$ cat config.mk
export PLATFORM = sky130hd
export DESIGN_NAME = eastr_fifo
export DESIGN_NICKNAME = d
export VERILOG_FILES = /design/src/sv/eastr_pkg.sv /design/src/sv/eastr_fifo.sv
export SDC_FILE = /design/constraint.sdc
export NUM_CORES = 1
export LEC_CHECK = 0
export ABC_CLOCK_PERIOD_IN_PS = 7500
export BUFFER_PORTS_ARGS = -buffer_cell sky130_fd_sc_hd__buf_4
export CORE_MARGIN = 1.5
export CORE_UTILIZATION = 45
export DETAILED_ROUTE_END_ITERATION = 10
export PLACE_DENSITY = 0.77
export SYNTH_ARGS = -nofsm -noshare
export SYNTH_HDL_FRONTEND = slang
export SYNTH_SLANG_ARGS = --single-unit
$ cat constraint.sdc
create_clock -name i_clk -period 7.5 [get_ports i_clk]
set_input_delay 1.5 -clock i_clk [delete_from_list [all_inputs] [get_ports i_clk]]
set_output_delay 1.5 -clock i_clk [all_outputs]
set_load 0.1 [all_outputs]
$ cat src/sv/eastr_pkg.sv
// ----------------------------------------------------------------------------
// eastr_pkg
// Shared types and constants for the encoder angle and speed tracker.
// ----------------------------------------------------------------------------
`default_nettype none

package eastr_pkg;

    // Stream word layout.
    localparam int IN_TDATA_W  = 40;
    localparam int IN_TUSER_W  = 4;
    localparam int OUT_TDATA_W = 128;

    // Field and register widths.
    localparam int TIME_W     = 32;
    localparam int OFF_W      = 32;
    localparam int WRAP_W     = 8;
    localparam int ANGLE_W    = 64;
    localparam int SPEED_W    = 64;
    localparam int DEG_W      = 24;
    localparam int WIN_W      = 15;
    localparam int CFG_IDX_W  = 3;
    localparam int CFG_DATA_W = 32;

    // Command codes carried in the input tuser.
    localparam logic [1:0] CMD_STEP   = 2'd0;
    localparam logic [1:0] CMD_SAMPLE = 2'd1;
    localparam logic [1:0] CMD_CLEAR  = 2'd2;

    // Configuration register indexes.
    localparam logic [CFG_IDX_W-1:0] REG_STEER_DEG  = 3'd0;
    localparam logic [CFG_IDX_W-1:0] REG_DRIVE_DEG  = 3'd1;
    localparam logic [CFG_IDX_W-1:0] REG_WRAP_WIN   = 3'd2;
    localparam logic [CFG_IDX_W-1:0] REG_WRAP_ANGLE = 3'd3;
    localparam logic [CFG_IDX_W-1:0] REG_MIN_INT    = 3'd4;

    // Speed path: |angle difference| < 2^57, times one million < 2^78.
    localparam int         MAG_W       = 58;
    localparam int         NUM_W       = 78;
    localparam int         DIV_CNT_W   = 7;
    localparam logic [19:0] SPEED_SCALE = 20'd1000000;

    typedef enum logic [1:0] {
        OP_NONE   = 2'd0,
        OP_STEP   = 2'd1,
        OP_SAMPLE = 2'd2,
        OP_CLEAR  = 2'd3
    } t_kind;

    typedef struct packed {
        t_kind             kind;
        logic [1:0]        wheel;
        logic              step_up;
        logic [TIME_W-1:0] time_us;
    } t_op;

    typedef struct packed {
        logic                  we;
        logic [CFG_IDX_W-1:0]  idx;
        logic [CFG_DATA_W-1:0] data;
    } t_cfg_wr;

    typedef struct packed {
        logic [ANGLE_W-1:0] angle;
        logic [SPEED_W-1:0] speed;
        logic               speed_updated;
    } t_result;

endpackage

`default_nettype wire

$ cat src/sv/eastr_fifo.sv
// ----------------------------------------------------------------------------
// eastr_fifo
// Short operation queue between the front end and the execution unit.
// ----------------------------------------------------------------------------
`default_nettype none

module eastr_fifo #(
    parameter int DEPTH = 2
) (
    input  wire logic           i_clk,
    input  wire logic           i_rst_n,
    input  wire logic           i_push,
    input  wire eastr_pkg::t_op i_op,
    input  wire logic           i_pop,
    output      eastr_pkg::t_op o_op,
    output      logic           o_empty,
    output      logic           o_full
);

    localparam int AW = (DEPTH > 1) ? $clog2(DEPTH) : 1;
    localparam int CW = $clog2(DEPTH + 1);

    eastr_pkg::t_op r_mem [DEPTH];
    logic [AW-1:0]  r_wr_ptr;
    logic [AW-1:0]  r_rd_ptr;
    logic [CW-1:0]  r_count;
    logic           do_push;
    logic           do_pop;

    assign o_empty = (r_count == '0);
    assign o_full  = (r_count == CW'(DEPTH));
    assign do_push = i_push && !o_full;
    assign do_pop  = i_pop && !o_empty;
    assign o_op    = r_mem[r_rd_ptr];

    always_ff @(posedge i_clk) begin
        if (do_push) begin
            r_mem[r_wr_ptr] <= i_op;
        end
    end

    always_ff @(posedge i_clk) begin
        if (!i_rst_n) begin
            r_wr_ptr <= '0;
            r_rd_ptr <= '0;
            r_count  <= '0;
        end else begin
            if (do_push) begin
                r_wr_ptr <= (r_wr_ptr == AW'(DEPTH - 1)) ? '0 : r_wr_ptr + 1'b1;
            end
            if (do_pop) begin
                r_rd_ptr <= (r_rd_ptr == AW'(DEPTH - 1)) ? '0 : r_rd_ptr + 1'b1;
            end
            if (do_push && !do_pop) begin
                r_count <= r_count + 1'b1;
            end else if (do_pop && !do_push) begin
                r_count <= r_count - 1'b1;
            end
        end
    end

endmodule

`default_nettype wire

==> impl_metrics.json, run 1 <==
{
  "seqCellArea_um2": 2320,
  "totalWireLength_um": 4870,
  "setup_slack_ps": 4080,
  "grt_overflow": 0,
  "final_util_pct": 60.8,
  "hold_viol": 0,
  "coreArea_um2": 6280,
  "multi_input_area_um2": 551,
  "critPathMaxFanout": 37,
  "die_area_um2": 6940,
  "dpl.hpwl_um": 3170,
  "r2r.worst_path.cells": 4,
  "drc": 0,
  "synth.yosys.seq_area_share_pct": 80.1,
  "wl_per_cell_um": 15.7,
  "synthCells": 140,
  "grt_pass1_wl_um": 7940,
  "cts_buffers": 9,
  "arrival_ps": 1920,
  "maxSlewViolCount": 0,
  "clock_sinks": 79,
  "postCtsResizedCells": 0,
  "start_util_pct": 46.2,
  "antenna_found_initial": 0,
  "n_antenna_cell": 0,
  "synth_top_area_share_pct": 76.6,
  "yosys_warnings": 0,
  "finalWeightedCongestion": 0.658,
  "r2r_slack_ps": 5600,
  "setup_viol": 0,
  "drt_iter0_drc": 59,
  "end_kind": "primary output",
  "fp.dieW_um": 83.3,
  "fin_nets": 269,
  "period_share_pct": 45.6,
  "cts_tree": "done",
  "synth_nets": 182,
  "syn_area_um2": 2900,
  "relSlewSlack_pct": 41.6,
  "drv_cap": 0,
  "drive_above_1_share_pct": 58.6,
  "htreeDepth": 3,
  "post_cts_buffers": 0,
  "setup_tns_ps": 0,
  "finalCriticalPeriod_ps": 3420,
  "rows": 29,
  "cts_hold_buffers": 0,
  "holdPathStages": 2,
  "clk_latency_ps": 340,
  "critPathLaunchType": "register",
  "final_common_cell": "buf_4",
  "vias": 1518,
  "die_y_um": 83.3,
  "grtUsageTotal_pct": 14.9,
  "area_growth_pct": 31.5,
  "yosys.cell_types.count": 21,
  "cts_root_buffer": "clkbuf_8",
  "clk_pin_slew_worst_paths_ps": 70,
  "worstSetupPathType": "reg -> out",
  "status": "complete, no violations",
  "port_buffers": 79,
  "drt-pass1-iter-count": 4,
  "place_ws_ps": 4390,
  "ys_seq_elements": 79,
  "worstMarginPinSlew_ps": 876,
  "max_freq_ghz": 0.292,
  "grt_max_degree": 38,
  "nFillCells": 504,
  "fin_skew_ps": 6.43,
  "worstPathRequired_ps": 6000,
  "ios": 80,
  "grt_pass1_vias": 1647,
  "yosys.area.top_type": "edfxtp_1",
  "via_per_inst": 4.91,
  "hold_class": "reg -> reg",
  "final_cell_mix": "buf_4 (80), edfxtp_1 (74), mux2_2 (37), clkbuf_8 (9), dfxtp_1 (4)",
  "rsz0062_at_grt": "false",
  "clock_path_buffers": 2,
  "drtAntennaViolNets": 0,
  "avgSynthCellArea_um2": 20.7,
  "netlist_top_cells_area": "edfxtp_1 (77%), mux2_2 (14%), dfxtp_1 (3.5%)"
}
## routing by layer
metal / wire, um / global-route usage [%] / up-vias
li1: - / - / 713
met1: 2050 / 19.0 / 732
met2: 2370 / 23.7 / 64
met3: 371 / 4.77 / 9
met4: 82 / 6.36 / 0
met5: 0 / 0 / -
## area by class of cell
type | count | area share (%)
Clock buffer | 9 | 3.25
Clock inverter | 7 | 2.92
Inverter | 2 | 0.197
Multi-Input combinational cell | 55 | 14.4
Sequential cell | 79 | 60.9
Tap cell | 77 | 2.53
Timing Repair Buffer | 80 | 15.7
## sequential cells by signal, summed over array words and instances (netlist names), named ones only
register,cells
r_count,2
r_wr_ptr,1
r_rd_ptr,1
r_mem,74
## per-stage QoR
step / hold WS, ps / area [um2] / instances
after global routing: 599 / 3810 / 309
after CTS: 577 / 3810 / 309
final: 563 / 3810 / 309
after floorplan: 483 / 2900 / 140
after global placement: 504 / 3580 / 293
after detailed placement: 565 / 3580 / 293
## Yosys cell counts, drive strengths merged
cell type	n
mux2	37
a21boi	2
edfxtp	74
o21ai	2
inv	2
buf	4
xor2	1
xnor2	2
o21a	1
nor2	2
or3	1
nor3	1
and3	1
nand2b	1
and2	3
ha	1
dfxtp	5
## cells by family after synthesis
group	share of synthesized area [%]
flops	80.1
mux	14.4
simple gates	1.90
buf+inv	1.21
compound gates	1.12
xor+xnor	0.906
fa+ha+maj	0.431
## final timing paths
| check | start | end |
|---|---|---|
| worst max-delay path | register | o_op[24] |
| worst min-delay path | r_count[1] | r_count[1] |
| worst max register to register | r_count[0] | r_mem[0][2] |
| worst min register to register | r_count[1] | r_count[1] |
## critical path, stage by stage, from the launching register on
cell     delay, ps
dfxtp_2        890
mux2_2         420
buf_4          230
Power of run 1 is left out: the tool's default activity adds up to more than one toggle a clock period on the data nets, which glitch-free logic cannot reach.
==> run 2, diff against run 1 <==
--- a/config.mk
+++ b/config.mk
@@ -5,12 +5,12 @@
 export SDC_FILE = /design/constraint.sdc
 export NUM_CORES = 1
 export LEC_CHECK = 0
-export ABC_CLOCK_PERIOD_IN_PS = 7500
+export ABC_CLOCK_PERIOD_IN_PS = 2900
 export BUFFER_PORTS_ARGS = -buffer_cell sky130_fd_sc_hd__buf_4
 export CORE_MARGIN = 1.5
 export CORE_UTILIZATION = 45
 export DETAILED_ROUTE_END_ITERATION = 10
-export PLACE_DENSITY = 0.77
+export PLACE_DENSITY = 0.8
 export SYNTH_ARGS = -nofsm -noshare
 export SYNTH_HDL_FRONTEND = slang
 export SYNTH_SLANG_ARGS = --single-unit
==> constraint.sdc (replaced) <==
create_clock -name i_clk -period 2.9 [get_ports i_clk]
set_input_delay 0.58 -clock i_clk [delete_from_list [all_inputs] [get_ports i_clk]]
set_output_delay 0.58 -clock i_clk [all_outputs]
set_load 0.1 [all_outputs]
==> impl_metrics.json, run 2 (synthesis gave the netlist of run 1 again) <==
{
  "fin_skew_ps": 5.38,
  "period_share_pct": 80.7,
  "holdPathStages": 1,
  "hold_path_startpoint": "i_op[20]",
  "grtUsageTotal_pct": 14.9,
  "largest_register_ffs": 74,
  "top_register": "r_mem",
  "max_freq_ghz": 0.427,
  "drv_cap": 0,
  "rsz0062_at_grt": "false",
  "die_y_um": 83.3,
  "clk_pin_slew_worst_paths_ps": 80,
  "final_cell_mix": "buf_4 (81), edfxtp_1 (74), mux2_2 (37), clkbuf_8 (9)",
  "setup_slack_ps": 558,
  "grt_max_degree": 38,
  "finalCriticalPeriod_ps": 2340,
  "setup_viol": 0,
  "cts_root_buffer": "clkbuf_8",
  "wl_met2_um": 2470,
  "arrival_ps": 1760,
  "regToRegStartpoint": "r_count[0]",
  "ios": 80,
  "worstMarginPinSlew_ps": 883,
  "n_antenna_cell": 0,
  "place_ws_ps": 913,
  "met3_wirelength_um": 350,
  "clk_latency_ps": 340,
  "r2r_end": "r_mem[1][9]",
  "relSlewSlack_pct": 41.1,
  "cts_hold_buffers": 0,
  "drc": 0,
  "clock_sinks": 79,
  "fp.dieW_um": 83.3,
  "worstPathRequired_ps": 2320,
  "whs_endpoint": "r_mem[0][20]",
  "critPathMaxFanout": 22,
  "wl_per_cell_um": 16.0,
  "die_area_um2": 6940,
  "totalWireLength_um": 4960,
  "hold_class": "in -> reg",
  "drive_above_1_share_pct": 59.4,
  "postCtsResizedCells": 0,
  "fin_hold_ws_ps": 423,
  "wirelength_met1_um": 2030,
  "cts_buffers": 9,
  "worst_path_max_delay_cell": "dfxtp_2",
  "path_cells": "buf_12, mux2_2, buf_4",
  "grt_overflow": 0,
  "crit_family": "flip-flops",
  "rows": 29,
  "critPathLaunchType": "register",
  "setup_tns_ps": 0,
  "coreArea_um2": 6280,
  "htreeDepth": 3,
  "topRoutingLayerUsed": "met4",
  "antenna_found_initial": 0,
  "path_buf_inv": 2,
  "grt_pass1_wl_um": 7810,
  "final_common_cell": "buf_4",
  "post_cts_buffers": 0,
  "status": "complete, no violations",
  "largestRegisters": "r_mem (74), r_count (2)",
  "r2r.worst_path.cells": 2,
  "area_growth_pct": 31.6,
  "dpl.hpwl_um": 3280,
  "drtAntennaViolNets": 0,
  "finalWeightedCongestion": 0.660,
  "via_per_inst": 4.78,
  "clock_path_buffers": 2,
  "grt_pass1_vias": 1578,
  "end_kind": "primary output",
  "hold_viol": 0,
  "worstSetupPathType": "reg -> out",
  "nFillCells": 470,
  "start_util_pct": 46.2,
  "vias": 1488,
  "drt-pass1-iter-count": 4,
  "maxSlewViolCount": 0,
  "cts_tree": "done",
  "port_buffers": 79,
  "max_stage_delay_ps": 590,
  "fin_nets": 271,
  "r2r_slack_ps": 1130,
  "drt_iter0_drc": 42
}
-- run 2: cell count changes in the layout (fill, tap and decap cells not counted), sizes merged --
cell / delta
buf: +2
clkinv: +1
bufinv: -1
-- run 2: layout make-up --
type | instances | area (um2) | share of cell area [%]
Clock buffer | 9 | 124 | 3.24
Clock inverter | 7 | 87.6 | 2.29
Inverter | 2 | 7.51 | 0.197
Tap cell | 77 | 96.3 | 2.52
Sequential cell | 79 | 2320 | 60.9
Multi-Input combinational cell | 55 | 551 | 14.4
Timing Repair Buffer | 82 | 628 | 16.5
-- run 2: how the worst max path moves through the flow --
stage                   to  slack (ps)  cells after the start
6_report          o_op[16]         560                      3
3_5_place_dp      o_op[16]         910                      3
3_3_place_gp      o_op[14]         900                      3
5_1_grt           o_op[14]         470                      3
2_1_floorplan  r_mem[0][0]         180                      3
4_1_cts           o_op[16]         520                      3
-- run 2: layer usage --
layer,vias up,global-route usage (%)
li1,716,-
met4,0,7.12
met3,10,4.87
met5,-,0
met1,704,17.4
met2,58,24.9
-- run 2: worst register-to-register path, delay by kind of cell (launching register included) --
kind             cells  cell delay [ps]
DFF                  1              410
and+or+nand+nor      2              970
-- run 2: through the flow --
stage	std cells	area [um2]	util [%]
after CTS	311	3820	60.8
after global routing	311	3820	60.8
final	311	3820	60.8
after detailed placement	295	3610	57.4
after global placement	295	3610	57.4
after floorplan	140	2900	-
Power of run 2 is left out for the same reason.
==> run 3, diff against run 2 <==
--- a/config.mk
+++ b/config.mk
@@ -5,7 +5,7 @@
 export SDC_FILE = /design/constraint.sdc
 export NUM_CORES = 1
 export LEC_CHECK = 0
-export ABC_CLOCK_PERIOD_IN_PS = 2900
+export ABC_CLOCK_PERIOD_IN_PS = 1900
 export BUFFER_PORTS_ARGS = -buffer_cell sky130_fd_sc_hd__buf_4
 export CORE_MARGIN = 1.5
 export CORE_UTILIZATION = 45
==> constraint.sdc (replaced) <==
create_clock -name i_clk -period 1.9 [get_ports i_clk]
set_input_delay 0.38 -clock i_clk [delete_from_list [all_inputs] [get_ports i_clk]]
set_output_delay 0.38 -clock i_clk [all_outputs]
set_load 0.1 [all_outputs]
==> impl_metrics.json, run 3 (synthesis gave the netlist of run 1 again) <==
{
  "fin_skew_ps": 15.0,
  "clk_pin_slew_worst_paths_ps": 80,
  "setup_slack_ps": 58.1,
  "area_growth_pct": 39.0,
  "largest_register_ffs": 74,
  "place_ws_ps": 270,
  "top_register": "r_mem",
  "clock_path_buffers": 2,
  "hold_viol": 0,
  "worstSetupPathType": "reg -> out",
  "finalWeightedCongestion": 0.697,
  "r2r_slack_ps": 360,
  "via_per_inst": 4.91,
  "whs_endpoint": "r_mem[1][29]",
  "r2r.worst_path.cells": 6,
  "vias": 1541,
  "relSlewSlack_pct": 80.0,
  "regToRegStartpoint": "r_count[1]",
  "cts_tree": "done",
  "path_cells": "buf_4, mux2_2, buf_4",
  "worstPathRequired_ps": 1520,
  "drt-pass1-iter-count": 4,
  "holdPathStages": 1,
  "worst_path_max_delay_cell": "dfxtp_4",
  "antenna_found_initial": 0,
  "rows": 29,
  "worstMarginPinSlew_ps": 301,
  "setup_viol": 0,
  "path_common_cell": "buf_4",
  "drive_above_1_share_pct": 59.9,
  "max_stage_delay_ps": 400,
  "fin_hold_ws_ps": 219,
  "start_util_pct": 46.2,
  "final_cell_mix": "edfxtp_1 (74), buf_4 (48), mux2_2 (37), buf_6 (33), clkbuf_8 (9)",
  "die_y_um": 83.3,
  "dpl.hpwl_um": 3520,
  "critPathMaxFanout": 5,
  "cts_buffers": 9,
  "hold_class": "in -> reg",
  "design_area_um2": 4030,
  "grtUsageTotal_pct": 16.2,
  "cts_root_buffer": "clkbuf_8",
  "crit_family": "flip-flops",
  "grt_overflow": 0,
  "period_share_pct": 96.9,
  "r2r_end": "r_count[1]",
  "drc": 0,
  "port_buffers": 79,
  "clk_latency_ps": 340,
  "end_kind": "primary output",
  "fin_nets": 274,
  "arrival_ps": 1460,
  "totalWireLength_um": 5290,
  "ios": 80,
  "htreeDepth": 3,
  "critPathLaunchType": "register",
  "largestRegisters": "r_mem (74), r_count (2)",
  "wl_per_cell_um": 16.8,
  "coreArea_um2": 6280,
  "drtAntennaViolNets": 0,
  "clock_sinks": 79,
  "dpl_cell_area_um2": 3650,
  "fp.dieW_um": 83.3,
  "path_buf_inv": 2,
  "max_freq_ghz": 0.543,
  "finalCriticalPeriod_ps": 1840,
  "grt_pass1_wl_um": 8280,
  "drt_iter0_drc": 77,
  "n_antenna_cell": 0,
  "hold_path_startpoint": "i_op[29]",
  "die_area_um2": 6940,
  "status": "complete, no violations",
  "rsz0062_at_grt": "false",
  "final_common_cell": "edfxtp_1",
  "maxSlewViolCount": 0,
  "drv_cap": 0,
  "grt_pass1_vias": 1642,
  "grt_max_degree": 28
}
==> run 3: changes by cell type in the layout (fill, tap and decap cells not counted), sizes merged <==
| cell | delta |
|---|---|
| buf | +3 |
| clkinvlp | -1 |
| clkinv | -1 |
| clkbuf | +2 |
==> run 3: timing repair <==
action | in CTS | in global routing
hold buffers | 0 | 0
setup buffers | 1 | 0
cloned | 1 | 0
setup endpoints to repair | 32 | 16
pin swaps | 0 | 0
resized for setup | 19 | 16
==> run 3: how the worst max path moves through the flow <==
stage,end,slack [ps],cells past startpoint
detailed placement,o_op[22],270,3
global placement,o_op[22],280,3
CTS,o_op[2],1,3
finish,o_op[11],60,3
global route,o_op[11],2,3
floorplan,o_empty,-100,1
==> run 3: layout make-up <==
class	count	area [um2]
Clock inverter	5	82.6
Sequential cell	79	2330
Timing Repair Buffer	85	820
Fill cell	452	2250
Tap cell	77	96.3
Inverter	2	15.0
Clock buffer	11	131
Multi-Input combinational cell	55	558
==> run 3: layer usage <==
layer	vias to the layer above	global-route usage, %	part of all wire [%]
met5	-	0	0
met4	0	7.73	1.1
met3	5	3.48	4.4
met2	54	27.6	53
met1	754	19.8	41
li1	728	-	-
==> run 3: through the flow <==
stage                     utilization, %  cells  setup TNS (ps)
after floorplan                        -    140           -3310
after global placement              58.2    296               0
after detailed placement            58.2    296               0
after CTS                           63.2    314               0
after global routing                64.2    314               0
final                               64.2    314               0
Power of run 3 is left out for the same reason.
